<file path="src/rtl/core/stp_pkg.sv">
// Package with the types, constants and codes shared by the timer pool files.
package stp_pkg;

  // Pool size and the largest number of expiries reported by one tick.
  localparam int NumSlots = 16;
  localparam int MaxRun   = 16;

  // Width of a walk position and of the expiry run counter.
  localparam int SlotIdxW = (NumSlots > 1) ? $clog2(NumSlots) : 1;
  localparam int RunW     = $clog2(MaxRun + 1);

  // Operation codes of an input item; the two remaining codes are unknown.
  typedef enum logic [2:0] {
    KIND_TICK    = 3'd0,
    KIND_CREATE  = 3'd1,
    KIND_LAUNCH  = 3'd2,
    KIND_QUERY   = 3'd3,
    KIND_ABORT   = 3'd4,
    KIND_DESTROY = 3'd5
  } kind_e;

  // Result kinds.
  typedef enum logic {
    RES_STATUS = 1'b0,
    RES_EXPIRY = 1'b1
  } res_kind_e;

  // Sequencer states.
  typedef enum logic [1:0] {
    ST_IDLE,
    ST_WALK,
    ST_FLUSH
  } state_e;

  // One input item.
  typedef struct packed {
    logic [2:0]  kind;
    logic [3:0]  slot;
    logic [15:0] wait_ticks;
    logic [7:0]  callback_id;
    logic [31:0] pointer_tag;
    logic [31:0] param_word;
  } item_t;

  // One result item.
  typedef struct packed {
    logic        result_kind;
    logic [3:0]  slot_out;
    logic        ok;
    logic        armed_out;
    logic [7:0]  callback_out;
    logic [31:0] pointer_out;
    logic [31:0] param_out;
    logic        end_of_run;
  } result_t;

  // State of one timeout slot, held in one cell of the ring.
  typedef struct packed {
    logic        assigned;
    logic        armed;
    logic [15:0] count;
    logic [7:0]  callback;
    logic [31:0] pointer;
    logic [31:0] param;
  } slot_rec_t;

  // What the sequencer hands to the ring in each cycle.
  typedef struct packed {
    logic      shift;
    slot_rec_t rec;
  } ring_ctl_t;

endpackage

</file>
<file path="src/rtl/core/stp_cell.sv">
// One cell of the slot ring: holds one slot record and takes its neighbor's on a shift.
module stp_cell (
  input  logic              clk_i,
  input  logic              rst_ni,
  input  logic              shift_i,
  input  stp_pkg::slot_rec_t d_i,
  output stp_pkg::slot_rec_t q_o
);
  import stp_pkg::*;

  logic        assigned_q;
  logic        armed_q;
  logic [15:0] count_q;
  logic [7:0]  callback_q;
  logic [31:0] pointer_q;
  logic [31:0] param_q;

  // Flags are cleared by reset; the rest of the record is defined by a write.
  always_ff @(posedge clk_i or negedge rst_ni) begin
    if (!rst_ni) begin
      assigned_q <= 1'b0;
      armed_q    <= 1'b0;
    end else if (shift_i) begin
      assigned_q <= d_i.assigned;
      armed_q    <= d_i.armed;
    end
  end

  // Payload fields carry no reset.
  always_ff @(posedge clk_i) begin
    if (shift_i) begin
      count_q    <= d_i.count;
      callback_q <= d_i.callback;
      pointer_q  <= d_i.pointer;
      param_q    <= d_i.param;
    end
  end

  assign q_o = '{assigned_q, armed_q, count_q, callback_q, pointer_q, param_q};

endmodule

</file>
<file path="src/rtl/core/stp_ctrl.sv">
// Sequencer and head processing unit of the slot ring, with the result register.
module stp_ctrl (
  input  logic               clk_i,
  input  logic               rst_ni,
  input  logic               start,
  input  stp_pkg::item_t     item_i,
  output logic               busy,
  input  stp_pkg::slot_rec_t head_i,
  output stp_pkg::ring_ctl_t ring_o,
  output logic               result_valid_o,
  output stp_pkg::result_t   result_o
);
  import stp_pkg::*;

  localparam int CmpW = (SlotIdxW > 4) ? SlotIdxW : 4;
  localparam logic [SlotIdxW-1:0] LastStep = SlotIdxW'(NumSlots - 1);

  state_e              state_q, state_d;
  logic [SlotIdxW-1:0] step_q, step_d;
  item_t               item_q, item_d;
  logic [RunW-1:0]     run_q, run_d;
  logic                found_q, found_d;
  logic [3:0]          rep_slot_q, rep_slot_d;
  logic                rep_ok_q, rep_ok_d;
  logic                rep_armed_q, rep_armed_d;
  logic                pend_q, pend_d;
  result_t             pend_res_q, pend_res_d;
  logic                res_valid_q, res_valid_d;
  result_t             res_q, res_d;

  logic                accept;
  logic [CmpW-1:0]     step_ext;
  logic [CmpW-1:0]     slot_ext;
  logic                at_slot;
  slot_rec_t           rec_new;
  result_t             expiry;

  assign accept   = start && (state_q == ST_IDLE);
  assign step_ext = CmpW'(step_q);
  assign slot_ext = CmpW'(item_q.slot);
  assign at_slot  = (step_ext == slot_ext);

  // Next state: a full walk of the ring, then the flush state that delivers the last result.
  always_comb begin
    state_d = state_q;
    unique case (state_q)
      ST_IDLE:  if (accept) state_d = ST_WALK;
      ST_WALK:  if (step_q == LastStep) state_d = ST_FLUSH;
      ST_FLUSH: state_d = ST_IDLE;
      default:  state_d = ST_IDLE;
    endcase
  end

  // Expiry record built from the slot at the head of the ring.
  always_comb begin
    expiry              = '0;
    expiry.result_kind  = RES_EXPIRY;
    expiry.slot_out     = step_ext[3:0];
    expiry.ok           = 1'b1;
    expiry.callback_out = head_i.callback;
    expiry.pointer_out  = head_i.pointer;
    expiry.param_out    = head_i.param;
  end

  // Head processing, reply bookkeeping and result selection.
  always_comb begin
    step_d      = step_q;
    item_d      = item_q;
    run_d       = run_q;
    found_d     = found_q;
    rep_slot_d  = rep_slot_q;
    rep_ok_d    = rep_ok_q;
    rep_armed_d = rep_armed_q;
    pend_d      = pend_q;
    pend_res_d  = pend_res_q;
    res_valid_d = 1'b0;
    res_d       = res_q;
    rec_new     = head_i;

    unique case (state_q)
      ST_IDLE: begin
        if (accept) begin
          item_d      = item_i;
          step_d      = '0;
          run_d       = '0;
          found_d     = 1'b0;
          rep_slot_d  = (kind_e'(item_i.kind) == KIND_CREATE) ? 4'd0 : item_i.slot;
          rep_ok_d    = 1'b0;
          rep_armed_d = 1'b0;
          pend_d      = 1'b0;
        end
      end

      ST_WALK: begin
        step_d = step_q + SlotIdxW'(1);
        case (item_q.kind)
          KIND_TICK: begin
            if (head_i.armed && head_i.assigned) begin
              if (head_i.count == 16'd0) begin
                if (run_q < RunW'(MaxRun)) begin
                  rec_new.armed = 1'b0;
                  run_d         = run_q + RunW'(1);
                  pend_d        = 1'b1;
                  pend_res_d    = expiry;
                  if (pend_q) begin
                    res_valid_d = 1'b1;
                    res_d       = pend_res_q;
                  end
                end
              end else begin
                rec_new.count = head_i.count - 16'd1;
              end
            end
          end
          KIND_CREATE: begin
            if (item_q.callback_id != 8'd0 && !found_q && !head_i.assigned) begin
              rec_new.assigned = 1'b1;
              rec_new.callback = item_q.callback_id;
              rec_new.pointer  = '0;
              rec_new.param    = '0;
              found_d          = 1'b1;
              rep_slot_d       = step_ext[3:0];
              rep_ok_d         = 1'b1;
            end
          end
          KIND_LAUNCH: begin
            if (at_slot && head_i.assigned && item_q.wait_ticks != 16'd0) begin
              rec_new.count   = item_q.wait_ticks;
              rec_new.pointer = item_q.pointer_tag;
              rec_new.param   = item_q.param_word;
              rec_new.armed   = 1'b1;
              rep_ok_d        = 1'b1;
            end
          end
          KIND_QUERY: begin
            if (at_slot) begin
              rep_ok_d    = head_i.assigned;
              rep_armed_d = head_i.assigned && head_i.armed;
            end
          end
          KIND_ABORT: begin
            if (at_slot && head_i.assigned) begin
              rec_new.armed = 1'b0;
              rep_ok_d      = 1'b1;
            end
          end
          KIND_DESTROY: begin
            if (at_slot && head_i.assigned) begin
              rec_new.armed    = 1'b0;
              rec_new.assigned = 1'b0;
              rep_ok_d         = 1'b1;
            end
          end
          default: ;
        endcase
      end

      ST_FLUSH: begin
        pend_d = 1'b0;
        if (kind_e'(item_q.kind) == KIND_TICK) begin
          if (pend_q) begin
            res_valid_d      = 1'b1;
            res_d            = pend_res_q;
            res_d.end_of_run = 1'b1;
          end
        end else begin
          res_valid_d       = 1'b1;
          res_d             = '0;
          res_d.result_kind = RES_STATUS;
          res_d.slot_out    = rep_slot_q;
          res_d.ok          = rep_ok_q;
          res_d.armed_out   = rep_armed_q;
          res_d.end_of_run  = 1'b1;
        end
      end

      default: ;
    endcase
  end

  // Control registers.
  always_ff @(posedge clk_i or negedge rst_ni) begin
    if (!rst_ni) begin
      state_q     <= ST_IDLE;
      step_q      <= '0;
      run_q       <= '0;
      found_q     <= 1'b0;
      pend_q      <= 1'b0;
      res_valid_q <= 1'b0;
    end else begin
      state_q     <= state_d;
      step_q      <= step_d;
      run_q       <= run_d;
      found_q     <= found_d;
      pend_q      <= pend_d;
      res_valid_q <= res_valid_d;
    end
  end

  // Payload registers.
  always_ff @(posedge clk_i) begin
    item_q      <= item_d;
    rep_slot_q  <= rep_slot_d;
    rep_ok_q    <= rep_ok_d;
    rep_armed_q <= rep_armed_d;
    pend_res_q  <= pend_res_d;
    res_q       <= res_d;
  end

  assign busy           = (state_q != ST_IDLE);
  assign ring_o.shift   = (state_q == ST_WALK);
  assign ring_o.rec     = rec_new;
  assign result_valid_o = res_valid_q;
  assign result_o       = res_q;

  // A transfer that was taken starts a walk.
  a_accept_walk: assert property (@(posedge clk_i) disable iff (!rst_ni)
    accept |=> state_q == ST_WALK)
    else $error("accepted item did not start a walk");

  // The walk ends after the last ring position.
  a_walk_end: assert property (@(posedge clk_i) disable iff (!rst_ni)
    (state_q == ST_WALK && step_q == LastStep) |=> state_q == ST_FLUSH)
    else $error("walk overran the ring");

  // A held expiry exists only while an item is in work.
  a_pend_busy: assert property (@(posedge clk_i) disable iff (!rst_ni)
    pend_q |-> (state_q == ST_WALK || state_q == ST_FLUSH))
    else $error("held expiry outside a walk");

  // Only an expiry can be followed by more results of the same item.
  a_status_last: assert property (@(posedge clk_i) disable iff (!rst_ni)
    (res_valid_q && !res_q.end_of_run) |-> res_q.result_kind == RES_EXPIRY)
    else $error("status reply not marked as last");

endmodule

</file>
<file path="src/rtl/core/software_timer_pool.sv">
// Top level of the timeout slot pool: a ring of slot cells and its sequencer.
//
//   channel   handshake                 payload
//   input     start / busy              item_i   (stp_pkg::item_t)
//   result    result_valid_o (strobe)   result_o (stp_pkg::result_t)
//
// Every item rotates the slot records once around the ring of cells past the single
// processing unit at its head, then the flush state delivers the last result.
// Expiries of a tick appear during the walk, each one delayed by one found expiry so
// that the last can be marked end_of_run.
// Reset clears the assigned and armed flags of every cell and the sequencer.
// busy is high for the whole walk; results are strobes the receiver cannot stall.
module software_timer_pool (
  input  logic             clk_i,
  input  logic             rst_ni,
  input  logic             start,
  input  stp_pkg::item_t   item_i,
  output logic             busy,
  output logic             result_valid_o,
  output stp_pkg::result_t result_o
);
  import stp_pkg::*;

  slot_rec_t rec[NumSlots];
  ring_ctl_t ring;

  // Sequencer with the processing unit at the ring head.
  stp_ctrl u_ctrl (
    .clk_i          (clk_i),
    .rst_ni         (rst_ni),
    .start          (start),
    .item_i         (item_i),
    .busy           (busy),
    .head_i         (rec[0]),
    .ring_o         (ring),
    .result_valid_o (result_valid_o),
    .result_o       (result_o)
  );

  // Ring of cells: each takes its upper neighbor; the last takes the processed head.
  for (genvar i = 0; i < NumSlots; i++) begin : g_cell
    slot_rec_t d;
    if (i == NumSlots - 1) begin : g_tail
      assign d = ring.rec;
    end else begin : g_link
      assign d = rec[i+1];
    end
    stp_cell u_cell (
      .clk_i   (clk_i),
      .rst_ni  (rst_ni),
      .shift_i (ring.shift),
      .d_i     (d),
      .q_o     (rec[i])
    );
  end

endmodule

</file>
<file path="config.mk">
export PLATFORM = sky130hd
export DESIGN_NAME = software_timer_pool
export DESIGN_NICKNAME = d
export VERILOG_FILES = /design/src/rtl/core/stp_pkg.sv /design/src/rtl/core/stp_cell.sv /design/src/rtl/core/stp_ctrl.sv /design/src/rtl/core/software_timer_pool.sv
export SDC_FILE = /design/constraint.sdc
export NUM_CORES = 1
export LEC_CHECK = 0
export ABC_CLOCK_PERIOD_IN_PS = 100100
export BUFFER_PORTS_ARGS = -buffer_cell sky130_fd_sc_hd__buf_2
export CORE_MARGIN = 2
export CORE_UTILIZATION = 40
export DETAILED_ROUTE_END_ITERATION = 16
export PLACE_DENSITY = 0.61
export REMOVE_ABC_BUFFERS = 1
export SYNTH_ARGS = -nofsm -noshare
export SYNTH_HDL_FRONTEND = slang
export SYNTH_SLANG_ARGS = --single-unit
</file>
<file path="constraint.sdc">
create_clock -name clk_i -period 100.1 [get_ports clk_i]
set_input_delay 5.005 -clock clk_i [delete_from_list [all_inputs] [get_ports clk_i]]
set_output_delay 5.005 -clock clk_i [all_outputs]
set_load 0.1 [all_outputs]
</file>
==> run metrics, run 1 <==
Layout Nets=2750; GR Overflow Total=0; EDFF count, synth=1665; row cnt=135; Non-Filler Instances=4570; Crit. End Element=output port; Post-Synth Simple-Gate Area=3.01%; clk slew on worst S/H paths=0.06 ns; clock tree buffer depth=3; Placement Setup Slack=92.82 ns; final slew viol count=0; htree depth=4; HP Start=g_cell[1].u_cell.pointer_q[25]$_DFFE_PP_; initial antenna violation count=8; sequential-to-total area share from yosys stat=93.4%; CP max stage delay=0.45 ns; post-CTS setup buffer count=0; CP max stage cell=buf_2; Rel. slew slack=13.0%; Final setup viols=0; GP Congestion=0.844; final hold vios=0; Max-Cap Viols=0; DR vias/cell=4.79; DRT Wirelength=84.5 mm; number of global-route vias before repair=22000; top-area cell type share of the netlist area=91.3%; register bit total from synthesis=1711; adder-cell share of the synthesized area=0.183%; pwr dens=34.1 mW/mm2; Final Critical Period=7.15 ns; die area=0.140 mm2; critical path class=reg2out; post-synthesis compound-gate area fraction=1.72%; Total Routing Usage GR=12.0%; Reg-to-Reg Start=u_ctrl.state_q[1]$_DFFE_PN0P_; total negative slack=0 ns; Cells after Synth=2324; total power=2.17 mW; Critical Path RT=95.10 ns; fin area=0.0637 mm2; Initial Utilization=40.4%; Post-DP HPWL=44.0 mm; multiplexer share of the synthesized area=1.05%; Die Wd=374 um; Primary FF master, synth=edfxtp_1; Tcrit/Tclk final=7.14%; Worst Skew=0.0465 ns; WHS=0.392 ns; RSZ-0062 raised after global routing=false; CP arrival=2.15 ns; Pre-antenna DRT Iters=8; YS warnings=0; worst slew pin tran=1.31 ns; largest family of logic cells by synthesized area=simple AND/OR/NAND/NOR gates; Initial DRC Count=2506; Peak supply drop=0.0000282 V; post-synthesis cell type count=72; number of port buffers=179; status=complete, no violations; Syn Area/Cell=23.6 um2; # DRC=0; setup slack, reg-to-reg=94.39 ns; share of layout cells above drive strength 1=18.9%; critical path fanouts, max=6; Worst Setup SP=u_ctrl.state_q[0]$_DFFE_PN0P_; Root Driver=clkbuf_16; Resized cells post-CTS=0; Lkg Pwr=20.9 nW; fmax=140 MHz; Die Height=374 um; leading area contributor after synthesis=edfxtp_1; cts bufs inserted=169; core box area=0.136 mm2; number of I/O pins=180; cell count after placement=4254; Layout Area Growth over Synthesis=16.3%; fill cell count=11000; hold buffer count at cts=0; Synth Area in XOR/XNOR=0.0800%; CP Launch Type=register; worst path cell trace=inv_1 > ha_1 > inv_1 > buf_2; clock sinks=1711; Clock Latency Late Sink=0.79 ns; Reg area=0.0511 mm2; CTS tree=yes; total number of vias=21900; DR WL/cell=18.5 um; asr flop ratio synth=2.69%; first-pass GRT wire length=129 mm; setup slack after layout=92.95 ns; Post-Syn Area=0.0547 mm2; Placement Cell Area=0.0579 mm2; top post-synthesis cells by area=edfxtp_1, dfrtp_1, nand2_1; HP Class=reg2reg; most used cell, CP=inv_1; Antenna Nets Post-Route=0; utilization after layout=47.0%; area of the multi-input gates=0.00335 mm2; largest net degree at the start of global routing=230
layout by cell type (no fill, tap or decap), types with 8 or more instances in the layout:
cell type   instances
bufinv_16          21
clkbuf_16         173
clkbuf_1           22
a21oi_1            17
nor2_1             25
clkinv_1           37
and2_1             72
nand4_1            13
edfxtp_1         1665
clkinvlp_4          8
dfrtp_1            46
clkinv_2           29
buf_4              22
mux2_2             42
nor3_1             13
mux2i_1             8
buf_2             179
nor4_1              9
inv_1              11
o21ai_0            77
nand2_1           156
power by group:
part | total [mW] | internal (mW) | switching (mW)
Combinational | 0.324 | 0.0392 | 0.285
Sequential | 1.20 | 1.13 | 0.0709
Clock | 0.645 | 0.378 | 0.267
routing by layer:
layer  vias to the layer above  global-route usage [%]  wire length [um]
li1                       9815                       -                 -
met1                     11200                    18.2             40800
met2                       664                    16.5             36100
met3                       218                    3.27              5200
met4                         6                    4.54              2360
met5                         -                       0                38
registers in the layout, indices dropped and copies added (netlist names), 2 cells and up:
signal and flops:
g_cell.u_cell.param_q 512, g_cell.u_cell.assigned_q 16, u_ctrl.item_q 91, u_ctrl.run_q 5, g_cell.u_cell.callback_q 128, u_ctrl.rep_slot_q 4
g_cell.u_cell.count_q 256, u_ctrl.step_ext 4, u_ctrl.state_q 2, g_cell.u_cell.armed_q 16, u_ctrl.slot_ext 4, g_cell.u_cell.pointer_q 512
u_ctrl.pend_res_q 76, u_ctrl.result_o 80
cell type report:
| cell class | count | share of cell area, % |
|---|---|---|
| flip-flops and latches | 1711 | 80.3 |
| clock buffers | 201 | 7.06 |
| multi-input cells | 546 | 5.27 |
| well taps | 1781 | 3.50 |
| clock inverters | 111 | 2.04 |
| repair buffers | 203 | 1.73 |
| inverters | 13 | 0.0766 |
| diodes | 4 | 0.0157 |
Yosys cell counts (all sizes together), types with 3 or more instances:
library cell and n:
ha 8, a221oi 3, a311oi 3, nand2b 3
clkbuf 35, a31oi 5, and2 73, o31ai 3
edfxtp 1665, mux2 44, or2 4, xnor2 4
o21ai 77, a21oi 18, or3 3, dfrtp 46
nand2 158, buf 19, and4 5, inv 11
nor3 14, mux2i 8, a211oi 6, a32oi 3
nand3 6, o22ai 4, nor4 10, o211ai 4
nor2 27, nor2b 3, and3 4, nand4 14
o221a 4
worst paths after layout:
| path | end | depth (start not counted) |
|---|---|---|
| min in group asynchronous | g_cell[4].u_cell.armed_q$_DFFE_PN0P_ | 1 |
| setup / recovery | busy | 4 |
| hold reg to reg | g_cell[0].u_cell.pointer_q[25]$_DFFE_PP_ | 0 |
| max in group asynchronous | u_ctrl.run_q[3]$_DFFE_PN0P_ | 1 |
| hold / removal | g_cell[0].u_cell.pointer_q[25]$_DFFE_PP_ | 0 |
| setup reg to reg | g_cell[10].u_cell.pointer_q[15]$_DFFE_PP_ | 6 |
cell families after synthesis:
| group | after synthesis |
|---|---|
| buffers and inverters | 67 |
| and+or+nand+nor | 330 |
| DFF | 1711 |
| adders and majority gates | 8 |
| muxes | 52 |
| AOI/OAI and AO/OA | 151 |
| xor gates and xnor gates | 5 |
worst max-delay path: cells and delay by family (launching register included):
| family | cells | cell delay (ns) |
|---|---|---|
| adders and majority gates | 1 | 0.28 |
| buffers and inverters | 3 | 0.68 |
| DFF | 1 | 0.42 |
No activity file was read; power rests on OpenSTA's default activity.
==> run 2: changes to the inputs <==
ABC_CLOCK_PERIOD_IN_PS = 6400   (was 100100)
PLACE_DENSITY = 0.63   (was 0.61)
clock period = 6.4 ns   (was 100.1 ns; I/O delays follow)
==> run 2 against run 1 <==
  * Clock power increased to 15 times the previous value
  * Utilization increased by 0.43 points
  * Wire length increased by 5.1%
  * Largest cell class unchanged
==> run metrics, run 2 (same netlist as run 1, synthesis figures left out) <==
Worst R2R End=u_ctrl.result_o[55]$_DFFE_PP_; most frequent cells in the layout=edfxtp_1, buf_2, clkbuf_16, nand2_1, dlygate4sd3_1; largest net degree at the start of global routing=221 (-3.9%); number of port buffers=179 (unchanged); clock tree buffer depth=3 (unchanged); total number of vias=22200 (+1.5%); HP Class=in2reg; Post-DP HPWL=47.3 mm (+7.4%); CP arrival=4.40 ns (+2.25 ns); Worst Setup EP=u_ctrl.result_o[55]$_DFFE_PP_; WHS=0.278 ns (-0.114 ns); Resized cells post-CTS=0 (unchanged); total power=33.7 mW (+1400%); Rel. slew slack=13.5% (+0.55 points); Layout Area Growth over Synthesis=17.4%; Initial Utilization=40.4% (unchanged); Placement Setup Slack=2.35 ns (-90.46 ns); Worst Skew=0.0282 ns (-0.0184 ns); DRT Wirelength=88.8 mm (+5.1%); fin area=0.0643 mm2 (+0.91%); core box area=0.136 mm2 (unchanged); clock sinks=1711 (unchanged); Lkg Pwr=21.1 nW (+0.97%); critical path fanouts, max=32 (+26); DR vias/cell=4.77 (-0.32%); clk slew on worst S/H paths=0.06 ns (about the same); setup slack, reg-to-reg=2.40 ns (-91.99 ns); Die Height=374 um (unchanged); Antenna Nets Post-Route=0 (unchanged); share of layout cells above drive strength 1=17.5% (-1.4 points); Tcrit/Tclk final=62.6%; HP Start=item_i[59]; utilization after layout=47.4% (+0.43 points); number of global-route vias before repair=22300 (+1.7%); post-CTS setup buffer count=0 (unchanged); Placement Cell Area=0.0579 mm2 (about the same); die area=0.140 mm2 (unchanged); Die Wd=374 um (unchanged); Peak supply drop=0.000498 V (+1700%); fill cell count=11000 (-0.62%); Reg area=0.0511 mm2 (unchanged); Layout Nets=2839 (+3.2%); Total Routing Usage GR=12.6% (+0.64 points); Crit. End Element=register; Reg-to-Reg Start=u_ctrl.item_q[93]$_DFFE_PP_; most common cell after layout, fill and taps aside=edfxtp_1; GP Congestion=0.834 (-1.2%); DR WL/cell=19.1 um (+3.2%); pwr dens=524 mW/mm2 (+1400%); Final Critical Period=4.00 ns; Clock Latency Late Sink=0.76 ns (-0.03 ns); cell count after placement=4248 (-0.14%); top flop regs=g_cell.u_cell.param_q: 512 flops, g_cell.u_cell.pointer_q: 512 flops, g_cell.u_cell.count_q: 256 flops; first-pass GRT wire length=136 mm (+4.8%); total negative slack=0 ns (unchanged); row cnt=135 (unchanged); GR Overflow Total=0 (unchanged); area of the multi-input gates=0.00335 mm2 (unchanged); setup slack after layout=2.40 ns (-90.55 ns); status=complete, no violations; CTS tree=yes; final hold vios=0 (unchanged); worst slew pin tran=1.29 ns (-0.0110 ns); fmax=250 MHz; Final setup viols=0 (unchanged); RSZ-0062 raised after global routing=false; cts bufs inserted=167 (-1.2%); Pre-antenna DRT Iters=6 (-2); number of I/O pins=180 (unchanged); final slew viol count=0 (unchanged); Root Driver=clkbuf_16; Non-Filler Instances=4652 (+1.8%); # DRC=0 (unchanged); Initial DRC Count=2323 (-7.3%); worst r2r path cells=6 (unchanged); Critical Path RT=6.79 ns (-88.31 ns); Max-Cap Viols=0 (unchanged); CP Launch Type=register; htree depth=4 (unchanged); Worst Setup SP=u_ctrl.item_q[93]$_DFFE_PP_; critical path class=reg2reg; initial antenna violation count=6 (-2)
## run 2: changes by cell type in the layout (fill, tap and decap cells not counted), sizes merged
cell | before | now
buf | 203 | 197
inv | 18 | 20
clkbuf | 201 | 208
diode | 4 | 1
dlygate4sd3 | 0 | 97
clkinv | 77 | 69
bufinv | 21 | 14
## run 2: cell type report
class / count / share of cell area [%]
clock inverter: 98 / 1.52
multi-input combinational: 546 / 5.22
clock buffer: 208 / 6.89
timing repair buffer: 294 / 3.23
antenna: 1 / 0.00389
inverter: 13 / 0.0759
tap: 1781 / 3.47
sequential: 1711 / 79.6
## run 2: report_power, final
group | internal (mW) | switching (mW) | total [mW]
Sequential | 17.7 | 1.22 | 18.9
Combinational | 0.664 | 4.49 | 5.15
Clock | 5.51 | 4.06 | 9.57
Total | 23.9 | 9.76 | 33.7
## run 2: per-layer routing
metal  GRT usage [%]  routed length, um  vias up
met5               0                 57        -
met4            4.39               2190        8
met3            3.19               5060      169
met2            17.7              38500      620
met1            19.2              43000    11400
li1                -                  -     9983
## run 2: how the worst min path moves through the flow
stage                                                           to  slack [ns]  cells after the start
after detailed placement  g_cell[0].u_cell.callback_q[3]$_DFFE_PP_        0.40                      0
after floorplan               g_cell[0].u_cell.armed_q$_DFFE_PN0P_        0.02                      0
final                                  u_ctrl.item_q[59]$_DFFE_PP_        0.28                      2
after CTS                              u_ctrl.item_q[59]$_DFFE_PP_        0.20                      2
after global routing                   u_ctrl.item_q[26]$_DFFE_PP_        0.23                      2
after global placement     g_cell[11].u_cell.param_q[12]$_DFFE_PP_        0.40                      0
## run 2: what timing repair did
| item | in CTS | in global routing |
|---|---|---|
| setup endpoints to repair | 0 | 0 |
| endpoints found under the hold margin | 148 | 0 |
| hold buffers | 97 | 0 |
## run 2: worst max-delay path, stage by stage, from the launching register on
cell	delay (ns)
edfxtp_1	0.75
or3_1	0.66
nor3_2	0.35
a21o_1	0.19
a21oi_1	0.10
nor2b_4	1.00
buf_4	0.54
